`src/rtl/core/dtm_pkg.sv`:
```
`timescale 1ns / 1ps
`default_nettype none

package dtm_pkg;

	// parameter defaults
	localparam int SAMPLE_RATE_DEF  = 22050;
	localparam int NUM_CHANNELS_DEF = 3;

	// operation codes
	localparam logic [1:0] OP_TICK  = 2'd0;
	localparam logic [1:0] OP_START = 2'd1;
	localparam logic [1:0] OP_STOP  = 2'd2;

	// waveform codes
	localparam logic [1:0] SHAPE_SQUARE = 2'd0;
	localparam logic [1:0] SHAPE_TRI    = 2'd1;
	localparam logic [1:0] SHAPE_SAW    = 2'd2;
	localparam logic [1:0] SHAPE_NOISE  = 2'd3;

	// field and state widths
	localparam int MASK_W = 3;
	localparam int REM_W  = 21;

	// noise seed hash
	localparam logic [31:0] SEED_MUL = 32'd2654435761;
	localparam logic [31:0] SEED_XOR = 32'h1234_5678;

	// setup arithmetic: exact reciprocal multiplies
	localparam int             INC_SHIFT  = 33;
	localparam int             DUR_SHIFT  = 26;
	localparam longint         MS_PER_S   = 1000;
	localparam logic [REM_W-1:0] REMAIN_MAX = {REM_W{1'b1}};

	// waveform levels
	localparam int               LEVEL_MAX = 127;
	localparam logic signed [18:0] TRI_BASE = 19'sd65536;
	localparam logic signed [18:0] TRI_PEAK = 19'sd196608;

	// volume scaling: x / 100 as (x * 20972) >> 21, exact for x below 2^14
	localparam logic [14:0] VOL_RECIP = 15'd20972;
	localparam int          VOL_SHIFT = 21;

	// mixer
	localparam int         CLAMP_LIMIT = 255;
	localparam logic [7:0] SILENCE     = 8'd128;

	// per-channel oscillator state
	typedef struct packed {
		logic             active;
		logic [31:0]      phase;
		logic [31:0]      incr;
		logic [6:0]       gain;
		logic [1:0]       shape;
		logic [31:0]      lfsr;
		logic [REM_W-1:0] remaining;
	} chan_t;

	// partial results of a start transaction, one register stage deep
	typedef struct packed {
		logic [31:0] incr_whole;
		logic [15:0] incr_frac;
		logic [31:0] seed;
		logic [22:0] rem_whole;
		logic [15:0] rem_frac;
	} setup_t;

endpackage

`default_nettype wire

```
`src/rtl/core/three_channel_dds_tone_mixer.sv`:
```
// Multi-channel tone generator with a 32-bit phase accumulator per channel.
// One transaction is accepted every clock cycle while the output side keeps
// up; start and stop transactions update channel state and give no result,
// a tick gives one mixed sample. A tick's sample passes the input register,
// the channel state stage, the gain multiply, the volume scaling multiply
// and the mixer output register. These registers split up the reciprocal
// multiplies that turn frequency and duration into increment and sample
// count, the gain multiply and the volume scaling multiply.
// Channel state is read and written in the second stage only, so transactions
// take effect strictly in order. Writing sound_enable to 0 makes every tick
// return 128 without advancing any channel.
`timescale 1ns / 1ps
`default_nettype none

module three_channel_dds_tone_mixer #(
	parameter int SAMPLE_RATE  = dtm_pkg::SAMPLE_RATE_DEF,
	parameter int NUM_CHANNELS = dtm_pkg::NUM_CHANNELS_DEF
) (
	input  logic                        clk,
	input  logic                        arst_n,
	input  logic                        cfg_wr_en,
	input  logic                        cfg_wr_data,
	input  logic                        item_valid,
	output logic                        item_stall,
	input  logic [1:0]                  operation,
	input  logic [1:0]                  channel_index,
	input  logic [15:0]                 tone_frequency,
	input  logic [6:0]                  channel_volume,
	input  logic [1:0]                  wave_shape,
	input  logic [15:0]                 tone_duration,
	output logic                        sample_valid,
	input  logic                        sample_stall,
	output logic [7:0]                  audio_sample,
	output logic [dtm_pkg::MASK_W-1:0]  active_mask
);
	import dtm_pkg::*;

	localparam int SUM_W = 10 + $clog2(NUM_CHANNELS);

	logic enable_q;

	// stage 1: input register
	logic        valid_s1;
	logic [1:0]  op_s1;
	logic [1:0]  ch_s1;
	logic [15:0] freq_s1;
	logic [6:0]  vol_s1;
	logic [1:0]  shape_s1;
	logic [15:0] dur_s1;
	setup_t      setup_w;

	// stage 2: channel state access
	logic        valid_s2;
	logic [1:0]  op_s2;
	logic [1:0]  ch_s2;
	logic        fzero_s2;
	logic [6:0]  vol_s2;
	logic [1:0]  shape_s2;
	setup_t      setup_s2;
	chan_t       start_chan;
	logic [23:0] rem_sum;

	chan_t             chan_q   [NUM_CHANNELS];
	chan_t             chan_nxt [NUM_CHANNELS];
	logic signed [7:0] level_w  [NUM_CHANNELS];
	logic signed [14:0] prod_d  [NUM_CHANNELS];
	logic [NUM_CHANNELS-1:0] mask_d;

	// stage 3: gain products
	logic                    valid_s3;
	logic                    mute_s3;
	logic [NUM_CHANNELS-1:0] mask_s3;
	logic signed [14:0]      prod_s3 [NUM_CHANNELS];

	// stage 4: scaled voices
	logic                    valid_s4;
	logic                    mute_s4;
	logic [NUM_CHANNELS-1:0] mask_s4;
	logic [7:0]              q_s4   [NUM_CHANNELS];
	logic                    neg_s4 [NUM_CHANNELS];
	logic [7:0]              q_d    [NUM_CHANNELS];

	// output register
	logic              out_valid_q;
	logic [7:0]        audio_sample_q;
	logic [MASK_W-1:0] active_mask_q;
	logic [MASK_W-1:0] mask_out;
	logic [7:0]        sample_d;

	// flow control
	logic go_out, go_s4, go_s3, go_s2, go_s1;
	logic is_tick_s2, leave_s2, commit_s2;

	assign go_out     = !out_valid_q || !sample_stall;
	assign go_s4      = !valid_s4 || go_out;
	assign go_s3      = !valid_s3 || go_s4;
	assign is_tick_s2 = (op_s2 == OP_TICK);
	assign leave_s2   = is_tick_s2 ? go_s3 : 1'b1;
	assign go_s2      = !valid_s2 || leave_s2;
	assign go_s1      = !valid_s1 || go_s2;
	assign commit_s2  = valid_s2 && leave_s2;
	assign item_stall = !go_s1;

	// configuration register
	always_ff @(posedge clk or negedge arst_n) begin
		if (!arst_n) begin
			enable_q <= 1'b1;
		end else if (cfg_wr_en) begin
			enable_q <= cfg_wr_data;
		end
	end

	// stage 1 capture
	always_ff @(posedge clk or negedge arst_n) begin
		if (!arst_n) begin
			valid_s1 <= 1'b0;
		end else if (go_s1) begin
			valid_s1 <= item_valid;
		end
	end

	always_ff @(posedge clk) begin
		if (go_s1 && item_valid) begin
			op_s1    <= operation;
			ch_s1    <= channel_index;
			freq_s1  <= tone_frequency;
			vol_s1   <= channel_volume;
			shape_s1 <= wave_shape;
			dur_s1   <= tone_duration;
		end
	end

	// start arithmetic
	dtm_setup #(
		.SAMPLE_RATE(SAMPLE_RATE)
	) u_setup (
		.freq  (freq_s1),
		.dur   (dur_s1),
		.setup (setup_w)
	);

	// stage 2 capture
	always_ff @(posedge clk or negedge arst_n) begin
		if (!arst_n) begin
			valid_s2 <= 1'b0;
		end else if (go_s2) begin
			valid_s2 <= valid_s1;
		end
	end

	always_ff @(posedge clk) begin
		if (go_s2 && valid_s1) begin
			op_s2    <= op_s1;
			ch_s2    <= ch_s1;
			fzero_s2 <= (freq_s1 == '0);
			vol_s2   <= vol_s1;
			shape_s2 <= shape_s1;
			setup_s2 <= setup_w;
		end
	end

	// new channel state for a start transaction
	assign rem_sum = {1'b0, setup_s2.rem_whole} + 24'(setup_s2.rem_frac);

	always_comb begin
		start_chan.active    = 1'b1;
		start_chan.phase     = '0;
		start_chan.incr      = setup_s2.incr_whole + 32'(setup_s2.incr_frac);
		start_chan.gain      = vol_s2;
		start_chan.shape     = shape_s2;
		start_chan.lfsr      = setup_s2.seed;
		start_chan.remaining = (rem_sum > 24'(REMAIN_MAX)) ? REMAIN_MAX : rem_sum[REM_W-1:0];
	end

	// per-channel oscillators and gain products
	for (genvar c = 0; c < NUM_CHANNELS; c++) begin : g_chan
		logic signed [14:0] lvl_x;
		logic signed [14:0] gain_x;

		dtm_voice u_voice (
			.cur   (chan_q[c]),
			.nxt   (chan_nxt[c]),
			.level (level_w[c])
		);

		assign lvl_x     = 15'(level_w[c]);
		assign gain_x    = $signed(15'(chan_q[c].gain));
		assign prod_d[c] = lvl_x * gain_x;
		assign mask_d[c] = enable_q ? chan_nxt[c].active : chan_q[c].active;
	end

	// channel state update, once per transaction leaving stage 2
	always_ff @(posedge clk or negedge arst_n) begin
		if (!arst_n) begin
			for (int c = 0; c < NUM_CHANNELS; c++) begin
				chan_q[c] <= '0;
			end
		end else if (commit_s2) begin
			for (int c = 0; c < NUM_CHANNELS; c++) begin
				case (op_s2)
					OP_TICK: begin
						if (enable_q) begin
							chan_q[c] <= chan_nxt[c];
						end
					end
					OP_START: begin
						if (32'(ch_s2) == c) begin
							if (fzero_s2) begin
								chan_q[c].active <= 1'b0;
								chan_q[c].incr   <= '0;
							end else begin
								chan_q[c] <= start_chan;
							end
						end
					end
					OP_STOP: begin
						if (32'(ch_s2) == c) begin
							chan_q[c].active <= 1'b0;
						end
					end
					default: begin
					end
				endcase
			end
		end
	end

	// stage 3: register gain products of ticks
	always_ff @(posedge clk or negedge arst_n) begin
		if (!arst_n) begin
			valid_s3 <= 1'b0;
		end else if (go_s3) begin
			valid_s3 <= valid_s2 && is_tick_s2;
		end
	end

	always_ff @(posedge clk) begin
		if (go_s3 && valid_s2 && is_tick_s2) begin
			mute_s3 <= !enable_q;
			mask_s3 <= mask_d;
			for (int c = 0; c < NUM_CHANNELS; c++) begin
				prod_s3[c] <= prod_d[c];
			end
		end
	end

	// volume divide by reciprocal multiply on the magnitude
	for (genvar c = 0; c < NUM_CHANNELS; c++) begin : g_scale
		logic [13:0] mag;
		logic [28:0] recip_p;

		assign mag     = prod_s3[c][14] ? 14'(-prod_s3[c]) : 14'(prod_s3[c]);
		assign recip_p = 29'(mag) * 29'(VOL_RECIP);
		assign q_d[c]  = recip_p[VOL_SHIFT +: 8];
	end

	// stage 4 capture
	always_ff @(posedge clk or negedge arst_n) begin
		if (!arst_n) begin
			valid_s4 <= 1'b0;
		end else if (go_s4) begin
			valid_s4 <= valid_s3;
		end
	end

	always_ff @(posedge clk) begin
		if (go_s4 && valid_s3) begin
			mute_s4 <= mute_s3;
			mask_s4 <= mask_s3;
			for (int c = 0; c < NUM_CHANNELS; c++) begin
				q_s4[c]   <= q_d[c];
				neg_s4[c] <= prod_s3[c][14];
			end
		end
	end

	// mix, clamp, halve and offset to unsigned
	always_comb begin
		logic signed [SUM_W-1:0] sum;
		logic signed [SUM_W-1:0] vq;
		logic signed [9:0]       clip;
		logic signed [9:0]       half;
		sum = '0;
		for (int c = 0; c < NUM_CHANNELS; c++) begin
			vq  = $signed(SUM_W'(q_s4[c]));
			sum = neg_s4[c] ? (sum - vq) : (sum + vq);
		end
		if (sum > SUM_W'(CLAMP_LIMIT)) begin
			clip = 10'(CLAMP_LIMIT);
		end else if (sum < -SUM_W'(CLAMP_LIMIT)) begin
			clip = -10'(CLAMP_LIMIT);
		end else begin
			clip = 10'(sum);
		end
		half     = (clip + $signed({9'd0, clip[9]})) >>> 1;
		sample_d = mute_s4 ? SILENCE : (8'(half) + SILENCE);
	end

	// active mask bits for the addressable channels
	for (genvar i = 0; i < MASK_W; i++) begin : g_mask
		if (i < NUM_CHANNELS) begin : g_on
			assign mask_out[i] = mask_s4[i];
		end else begin : g_off
			assign mask_out[i] = 1'b0;
		end
	end

	// output register
	always_ff @(posedge clk or negedge arst_n) begin
		if (!arst_n) begin
			out_valid_q <= 1'b0;
		end else if (go_out) begin
			out_valid_q <= valid_s4;
		end
	end

	always_ff @(posedge clk) begin
		if (go_out && valid_s4) begin
			audio_sample_q <= sample_d;
			active_mask_q  <= mask_out;
		end
	end

	assign sample_valid = out_valid_q;
	assign audio_sample = audio_sample_q;
	assign active_mask  = active_mask_q;

	// a muted tick always yields silence
	a_mute_silence: assert property (@(posedge clk) disable iff (!arst_n)
		(valid_s4 && go_out && mute_s4) |=> (audio_sample == SILENCE))
		else $error("muted tick did not give silence");

	// the half-scale mix never reaches the bottom code
	a_mix_range: assert property (@(posedge clk) disable iff (!arst_n)
		(valid_s4 && go_out && !mute_s4) |=> (audio_sample != 8'd0))
		else $error("mixed sample out of range");

	// a blocked stage 4 sample is kept, not lost
	a_s4_hold: assert property (@(posedge clk) disable iff (!arst_n)
		(valid_s4 && !go_out) |=> valid_s4)
		else $error("stage 4 sample dropped while output blocked");

	// a committed stop leaves channel 0 silent
	a_stop_ch0: assert property (@(posedge clk) disable iff (!arst_n)
		(commit_s2 && (op_s2 == OP_STOP) && (ch_s2 == 2'd0)) |=> !chan_q[0].active)
		else $error("stop transaction did not deactivate channel");

endmodule

`default_nettype wire

```
`src/rtl/core/dtm_setup.sv`:
```
`timescale 1ns / 1ps
`default_nettype none

module dtm_setup #(
	parameter int SAMPLE_RATE = dtm_pkg::SAMPLE_RATE_DEF
) (
	input  logic [15:0]     freq,
	input  logic [15:0]     dur,
	output dtm_pkg::setup_t setup
);
	import dtm_pkg::*;

	// freq * 2^32 / rate = freq * q0 + freq * r0 / rate
	localparam longint RATE   = longint'(SAMPLE_RATE);
	localparam longint INC_Q0 = (64'sd1 <<< 32) / RATE;
	localparam longint INC_R0 = (64'sd1 <<< 32) % RATE;
	localparam longint INC_MF = ((INC_R0 <<< INC_SHIFT) + RATE - 1) / RATE;
	// dur * rate / 1000 = dur * a + dur * b / 1000
	localparam longint DUR_A  = RATE / MS_PER_S;
	localparam longint DUR_B  = RATE % MS_PER_S;
	localparam longint DUR_M  = ((DUR_B <<< DUR_SHIFT) + MS_PER_S - 1) / MS_PER_S;

	localparam logic [19:0] INC_Q0_C = 20'(INC_Q0);
	localparam logic [32:0] INC_MF_C = 33'(INC_MF);
	localparam logic [6:0]  DUR_A_C  = 7'(DUR_A);
	localparam logic [25:0] DUR_M_C  = 26'(DUR_M);

	logic [35:0] inc_whole_p;
	logic [48:0] inc_frac_p;
	logic [31:0] seed_p;
	logic [31:0] seed_x;
	logic [22:0] rem_whole_p;
	logic [41:0] rem_frac_p;

	// phase increment partial products
	assign inc_whole_p = 36'(freq) * 36'(INC_Q0_C);
	assign inc_frac_p  = 49'(freq) * 49'(INC_MF_C);

	// noise seed, never zero
	assign seed_p = 32'(freq) * SEED_MUL;
	assign seed_x = SEED_XOR ^ seed_p;

	// duration in samples, partial products
	assign rem_whole_p = 23'(dur) * 23'(DUR_A_C);
	assign rem_frac_p  = 42'(dur) * 42'(DUR_M_C);

	always_comb begin
		setup.incr_whole = inc_whole_p[31:0];
		setup.incr_frac  = inc_frac_p[INC_SHIFT +: 16];
		setup.seed       = (seed_x == '0) ? 32'd1 : seed_x;
		setup.rem_whole  = rem_whole_p;
		setup.rem_frac   = rem_frac_p[DUR_SHIFT +: 16];
	end

endmodule

`default_nettype wire

```
`src/rtl/core/dtm_voice.sv`:
```
`timescale 1ns / 1ps
`default_nettype none

module dtm_voice (
	input  dtm_pkg::chan_t     cur,
	output dtm_pkg::chan_t     nxt,
	output logic signed [7:0]  level
);
	import dtm_pkg::*;

	logic [17:0]        p4;
	logic signed [18:0] tri_w;
	logic signed [7:0]  tri_lvl;
	logic               fb;

	// triangle from the upper phase half-word, clipped to the level range
	assign p4    = {cur.phase[31:16], 2'b00};
	assign tri_w = cur.phase[31] ? (TRI_PEAK - $signed({1'b0, p4}))
	                             : ($signed({1'b0, p4}) - TRI_BASE);
	assign tri_lvl = (tri_w > 19'(LEVEL_MAX))  ? 8'(LEVEL_MAX) :
	                 (tri_w < -19'(LEVEL_MAX)) ? -8'(LEVEL_MAX) :
	                 $signed(tri_w[7:0]);

	// lfsr feedback taps
	assign fb = cur.lfsr[0] ^ cur.lfsr[2] ^ cur.lfsr[3] ^ cur.lfsr[5];

	// one sample step of an active channel
	always_comb begin
		nxt   = cur;
		level = '0;
		if (cur.active) begin
			case (cur.shape)
				SHAPE_SQUARE: begin
					level = cur.phase[31] ? 8'(LEVEL_MAX) : -8'(LEVEL_MAX);
				end
				SHAPE_TRI: begin
					level = tri_lvl;
				end
				SHAPE_SAW: begin
					level = $signed({~cur.phase[31], cur.phase[30:24]});
				end
				SHAPE_NOISE: begin
					nxt.lfsr = {fb, cur.lfsr[31:1]};
					level    = $signed({~fb, cur.lfsr[31:25]});
				end
				default: begin
					level = '0;
				end
			endcase
			nxt.phase = cur.phase + cur.incr;
			// countdown, channel ends when it runs out
			if (cur.remaining != '0) begin
				nxt.remaining = cur.remaining - 1'b1;
				if (cur.remaining == REM_W'(1)) begin
					nxt.active = 1'b0;
				end
			end
		end
	end

endmodule

`default_nettype wire

```
`config.mk`:
```
export PLATFORM = sky130hd
export DESIGN_NAME = three_channel_dds_tone_mixer
export DESIGN_NICKNAME = d
export VERILOG_FILES = /design/src/rtl/core/dtm_pkg.sv /design/src/rtl/core/three_channel_dds_tone_mixer.sv /design/src/rtl/core/dtm_setup.sv /design/src/rtl/core/dtm_voice.sv
export SDC_FILE = /design/constraint.sdc
export NUM_CORES = 2
export LEC_CHECK = 0
export ABC_AREA = 1
export BUFFER_PORTS_ARGS = -buffer_cell sky130_fd_sc_hd__buf_2
export CORE_MARGIN = 2
export CORE_UTILIZATION = 25
export DETAILED_ROUTE_END_ITERATION = 10
export HOLD_SLACK_MARGIN = 0.15
export PLACE_DENSITY_LB_ADDON = 0.1
export SLEW_MARGIN = 20
export SYNTH_ARGS = -nofsm -noshare
export SYNTH_HDL_FRONTEND = slang
export SYNTH_SLANG_ARGS = --single-unit
```
`constraint.sdc`:
```
create_clock -name clk -period 8 [get_ports clk]
set_input_delay 0.8 -clock clk [delete_from_list [all_inputs] [get_ports clk]]
set_output_delay 0.8 -clock clk [all_outputs]
set_load 0.03 [all_outputs]
```
After elaboration in Yosys (flattened, before gate mapping)
Memories as Yosys holds them, arrays and structs flattened.
Cells that the tools add are included.
- $mul: 11
- add/sub/neg operators: 24
- reductions and logical operators: 51
- equality and inequality tests: 33
- order comparisons: 9
- mux-type cells: 72
- bitwise gates (word level): 18
- operators by type and width (kind ; number):
    2-to-1 mux 127 bit ; 6
    one-hot mux 126 bit (2 select lines) ; 3
    2-to-1 mux 32 bit ; 5
    2-to-1 mux 53 bit ; 3
    2-to-1 mux 33 bit ; 3
    adder 32 bit ; 3
    2-to-1 mux 8 bit ; 12
    one-hot mux 8 bit (4 select lines) ; 3
    2-to-1 mux 21 bit ; 4
    multiplier 14 x 13 -> 27 bit, second input constant ; 3
    equality test 21 x 1 -> 1 bit, second input constant ; 3
    nonzero test 21 bit ; 3
    subtractor 21 x 1 -> 21 bit, second input constant ; 3
    2-to-1 mux 62 bit ; 1
    greater-than comparator 19 x 8 -> 1 bit, second input constant ; 3
    < comparator 19 x 8 -> 1 bit, second input constant ; 3
    2-to-1 mux 19 bit ; 3
    subtractor 18 x 17 -> 19 bit, second input constant ; 3
    subtractor 18 x 18 -> 19 bit, first input constant ; 3
    multiplier 16 x 29 -> 45 bit, second input constant ; 1
    multiplier 8 x 8 -> 15 bit ; 3
    2-to-1 mux 14 bit ; 3
    negator 14 bit ; 3
    AND reduction 7 bit ; 6
    other kinds (36) ; 132
- memories kept: 3
- bits of input ports: 51
- bits in writable memories: 72
- flip-flop bits (word level): 574
- output and inout port bits: 13
- memory list (memory ; words ; bits a word ; rd ports ; clocked after memory_dff ; write ports ; line ; source):
    prod_s3 ; 3 ; 15 ; 3 ; 0 ; 3 ; three_channel_dds_tone_mixer.sv:73 ; logic signed [14:0] prod_s3 [NUM_CHANNELS];
    q_s4 ; 3 ; 8 ; 3 ; 0 ; 3 ; three_channel_dds_tone_mixer.sv:79 ; logic [7:0] q_s4 [NUM_CHANNELS];
    neg_s4 ; 3 ; 1 ; 3 ; 0 ; 3 ; three_channel_dds_tone_mixer.sv:80 ; logic neg_s4 [NUM_CHANNELS];

Logic depth before layout (Yosys ltp)
An unclocked memory read counts as a cell.
- depth in word-level cells: 12
- depth in mapped cells: 37

By module
From an unflattened synthesis, not the netlist that was laid out.
- cell total of the unflattened synthesis: 10432
- area, all modules: 83417.5 um^2
- by module, submodules not included (module ; sequential area each (um^2) ; times used ; cells an instance ; area an instance (um^2)):
    three_channel_dds_tone_mixer ; 17763.3 ; 1 ; 4927 ; 46047.9
    dtm_setup ; 0.0 ; 1 ; 2959 ; 24297.1
    dtm_voice at g_chan[0].u_voice ... ; 0.0 ; 2 ; 854 ; 4356.7
    dtm_voice at g_chan[2].u_voice ; 0.0 ; 1 ; 838 ; 4359.2

Least setup slack after synthesis
OpenSTA, ideal clock, no wires.
- path type: input to register
- start: in sample_stall
- end: reg ch_s2[0], enable pin
- cell stages on the path: 7
- data arrival time: 6295 ps
- library setup time: 608 ps
- required time: 7392 ps
- buffers on the path: 0
- slack: 1096 ps
- cells stage by stage: nand2_1 > nor2_1 > inv_1 > nor2_1 > inv_1 > nor2_1 > nor2_1
- cells in the longest elaborated chain, start to end: 7
- RTL lines (element ; line ; source):
    start: declaration ; three_channel_dds_tone_mixer.sv:32 ; input logic sample_stall,
    logical NOT 1 bit ; three_channel_dds_tone_mixer.sv:94 ; assign go_out = !out_valid_q || !sample_stall;
    logical OR 1 bit ; three_channel_dds_tone_mixer.sv:94 ;
    logical OR 1 bit ; three_channel_dds_tone_mixer.sv:95 ; assign go_s4 = !valid_s4 || go_out;
    logical OR 1 bit ; three_channel_dds_tone_mixer.sv:96 ; assign go_s3 = !valid_s3 || go_s4;
    2-to-1 mux 1 bit ; three_channel_dds_tone_mixer.sv:98 ; assign leave_s2 = is_tick_s2 ? go_s3 : 1'b1;
    logical OR 1 bit ; three_channel_dds_tone_mixer.sv:99 ; assign go_s2 = !valid_s2 || leave_s2;
    logical AND 1 bit ; three_channel_dds_tone_mixer.sv:152 ; if (go_s2 && valid_s1) begin
    end signal: assignment ; three_channel_dds_tone_mixer.sv:154 ; ch_s2 <= ch_s1;
    end: declaration ; three_channel_dds_tone_mixer.sv:55 ; logic [1:0] ch_s2;
Every way passes these cells.
A chain may end at the register's enable or synchronous reset.

==> results.md <==
- Cells after Synth: between 8,000 and 9,000
- Final Hold Fails: 0
- Crit Path Max Fanout: 6
- Crit path kind: reg2reg
- Residual DRC: 0
- Fraction of registers with async set/reset: 0.599
- Post-synthesis cell type count: 66
- Total of max-cap violations: 0
- RSZ-0062 raised after global routing: no
- Tcrit/Tclk final: 0.873
- Reg2reg end: q_s4[0][22]
- Post-DP HPWL: around 200,000 µm
- CTS root buf: clkbuf_16
- Die ar.: 307,000 µm²
- Seq/Total Area, Yosys: 0.231
- IO Count: between 60 and 70
- Final count of pins violating max slew: 0
- Vias per cell: 4.43
- Slowest-stage cell, CP: o311ai_0
- # nets final: around 11,000
- Slew @ Worst Pin: slightly above 1 ns
- Total core area: between 300,000 and 400,000 µm²
- Die Width: 554 µm
- Mapped Area: between 70,000 and 80,000 µm²
- Bufs on Longest Clock Path: 3
- CP Data Required Time: ~8.4 ns
- Critical-path cell list: nor3_1 > nand3_1 > nor3_1 > a21oi_1 > inv_1 > o21ai_0 > xnor2_1 > inv_1 > fa_1 > ha_1 > fa_1 > fa_1 > fa_1 > ha_1 > nand2_1 > inv_1 > nand3_1 > nor3_1 > nand3_1 > o311ai_0 > nand3_1 > o211ai_1 > xor2_1
- Wire per inst: approximately 19 µm
- Path depth of the worst reg2reg path: 23
- Min-Delay Path Class: in2reg
- Hold EP: freq_s1[0]
- Mean Syn Cell Area: 8.54 µm²
- Syn_nets: 10,735
- Reg-to-reg startpoint: prod_s3[0][30]
- Rows: 201
- Synth Register Bits: approximately 650
- Worst Setup End Kind: register
- Worst Setup Start Kind: register
- Vias in the first global route: about 60,000
- Clock transition at the registers of the reported paths: about 0.060 ns
- Yosys Warn Count: 0
- Fmax: 143 MHz
- Clock period minus worst slack: approximately 7.0 ns
- Final ANT Viol Nets: 0
- TritonRoute pass-1 iters: 5
- Clk sinks: around 650
- Die Ht: ~550 µm
- Crit path DAT: about 7.4 ns
- Initial antenna violation count: 17
- Setup TNS: 0 ns
- Share of cells above drive strength 1: 0.0402
- CTS buffer count: between 90 and 100
- Hold path cells: 1
- RePlAce Congestion: around 0.9
- WL final: roughly 240,000 µm
- Port bufs: 63
- # fillers: around 32,000
- Global-route wire length before repair: 372,000 µm
- Status: complete, no violations
- # H-tree levels: 3
- GR Util All Layers: 0.157
- CTS tree: yes
- DR vias: 57,487
- Internal reg-to-reg setup slack: ~1 ns
- Main flop type after synthesis: dfrtp_1
- Worst Skew: 0.0405 ns
- Largest net degree at the start of global routing: 151
- Slew margin rel.: 0.317
- Post_cts resized: 0
- Starting Density: 0.252
- Max incr delay on CP: between 0.8 and 0.9 ns
- Initial DRC count: around 3,200
- Grt ovf: 0
- Clk_lat worst skew: 0.73 ns
- EDFF count, synth: around 260
- Final setup viols: 0
- Area growth from synthesis to layout: 11.0%
- Hold Path Origin: tone_frequency[0]
-- synth_stat cells (12+ instances only) --
cell type  count  area share
o221ai_1      13      0.0015
fa_1         793        0.21
nor2_1       663       0.033
ha_1        1038        0.17
nand3_1      277       0.018
edfxtp_1     259        0.10
o21ai_1       17      0.0011
o21bai_1      21      0.0021
nor4_1        31      0.0026
dfrtp_1      386        0.13
nand2_2       14      0.0012
nor3_1        73      0.0048
o21ai_0      691       0.046
nand2_1     1290       0.064
a21oi_1      543       0.036
o31ai_1       16      0.0016
a22oi_1       26      0.0026
a31oi_1       49      0.0041
o21a_1        36      0.0036
xor2_1       215       0.025
buf_2         33      0.0022
a21o_1        25      0.0025
or2_2         31      0.0026
clkbuf_1      68      0.0034
inv_2         12     0.00060
o211ai_1      22      0.0022
xnor2_1      104       0.012
nand4_1       54      0.0045
inv_1       1915       0.095
-- flip-flops by register name, summed over array words and instances (netlist names), 3 cells and up --
register      cells
mask_out          3
dur_s1           16
neg_s4            3
vol_s1            7
freq_s1          16
active_mask       3
vol_s2            7
mask_s3           3
audio_sample      8
chan_q          381
q_s4             24
prod_s3          45
setup_s2        109
-- per-layer routing --
metal / share of wire / vias up / GRT usage
met2: 0.47 / 696 / 0.264
met3: 0.024 / 204 / 0.0145
li1: - / 28623 / -
met5: 0 / - / 0
met4: 0.019 / 0 / 0.0314
met1: 0.49 / 27964 / 0.219
-- through the flow --
step	hold slack, ns	utilization	setup slack, ns	cell area [µm²]	std cells
final	0.258	0.279	1.02	83900	12989
after global routing	0.195	0.279	0.438	83900	12985
after CTS	0.174	0.279	0.998	83900	12983
after detailed placement	0.408	0.269	1.02	80800	12812
after global placement	0.412	0.269	1.02	80800	12812
after floorplan	0.400	-	1.10	75600	8853
-- kinds of logic (layout without fill, tap and decap cells) --
family / after synthesis / after routing / synth area share
xor+xnor: 319 / 319 / 0.0370
fa+ha+maj: 1831 / 1831 / 0.382
buf+inv: 2038 / 2210 / 0.102
other cells: 0 / 6 / 0
compound gates: 1541 / 1541 / 0.112
simple gates: 2478 / 2478 / 0.136
flops: 646 / 646 / 0.231
-- area by class of cell --
type	instances	area [µm²]	share of cell area
Multi-Input combinational cell	6169	50500	0.602
Tap cell	3958	4950	0.0590
Clock inverter	51	539	0.00643
Sequential cell	646	17500	0.208
Timing Repair Buffer	111	726	0.00865
Antenna cell	6	15.0	0.000179
Clock buffer	119	2480	0.0296
Inverter	1929	7240	0.0863
-- worst max-delay path: cells and delay by family, from the launching register on --
family / cells / cell delay, ns
AND/OR/NAND/NOR: 8 / 1.30
adder cells (fa/ha/maj): 6 / 2.61
flip-flops: 1 / 0.51
AO/OA/AOI/OAI: 4 / 1.24
buffers and inverters: 3 / 0.43
XOR/XNOR: 2 / 0.64
-- how the worst max path moves through the flow --
stage	start	endpoint	slack (ns)	depth (start not counted)
after floorplan	sample_stall	ch_s2[0]	1.10	7
final	prod_s3[0][30]	q_s4[0][22]	1.02	23
after global placement	freq_s1[4]	setup_s2[40]	1.02	28
after detailed placement	prod_s3[0][30]	q_s4[0][22]	1.02	23
after CTS	prod_s3[0][30]	q_s4[0][22]	1.0	23
after global routing	prod_s3[0][30]	q_s4[0][22]	0.44	23
-- repair_timing --
item / 4_1_cts / 5_1_grt
setup endpoints to repair: 0 / 0
hold endpoints to repair: 58 / 0
buffers inserted: 0 / 0
hold buffers: 1 / 0
-- layout by cell type (no fill, tap or decap), types with 14 or more instances in the layout --
cell,synthesis,final
nor3_1,73,73
clkbuf_16,0,93
or2_2,31,31
ha_1,1038,1037
o21ai_1,17,22
nand2_1,1290,1290
buf_4,2,44
nor2_1,663,661
buf_2,33,62
fa_1,793,793
o31ai_1,16,16
xor2_1,215,215
nand4_1,54,54
edfxtp_1,259,259
nand2_2,14,14
o21ai_0,691,686
a22oi_1,26,26
o21bai_1,21,21
a31oi_1,49,49
inv_1,1915,1913
dfrtp_1,386,386
clkbuf_1,68,20
nor4_1,31,31
a21oi_1,543,542
clkinv_2,0,16
a21o_1,25,25
xnor2_1,104,104
o21a_1,36,36
o211ai_1,22,22
nand3_1,277,277
Power is left out: the tool's default activity adds up to more than one toggle a clock period on the data nets, which glitch-free logic cannot reach.
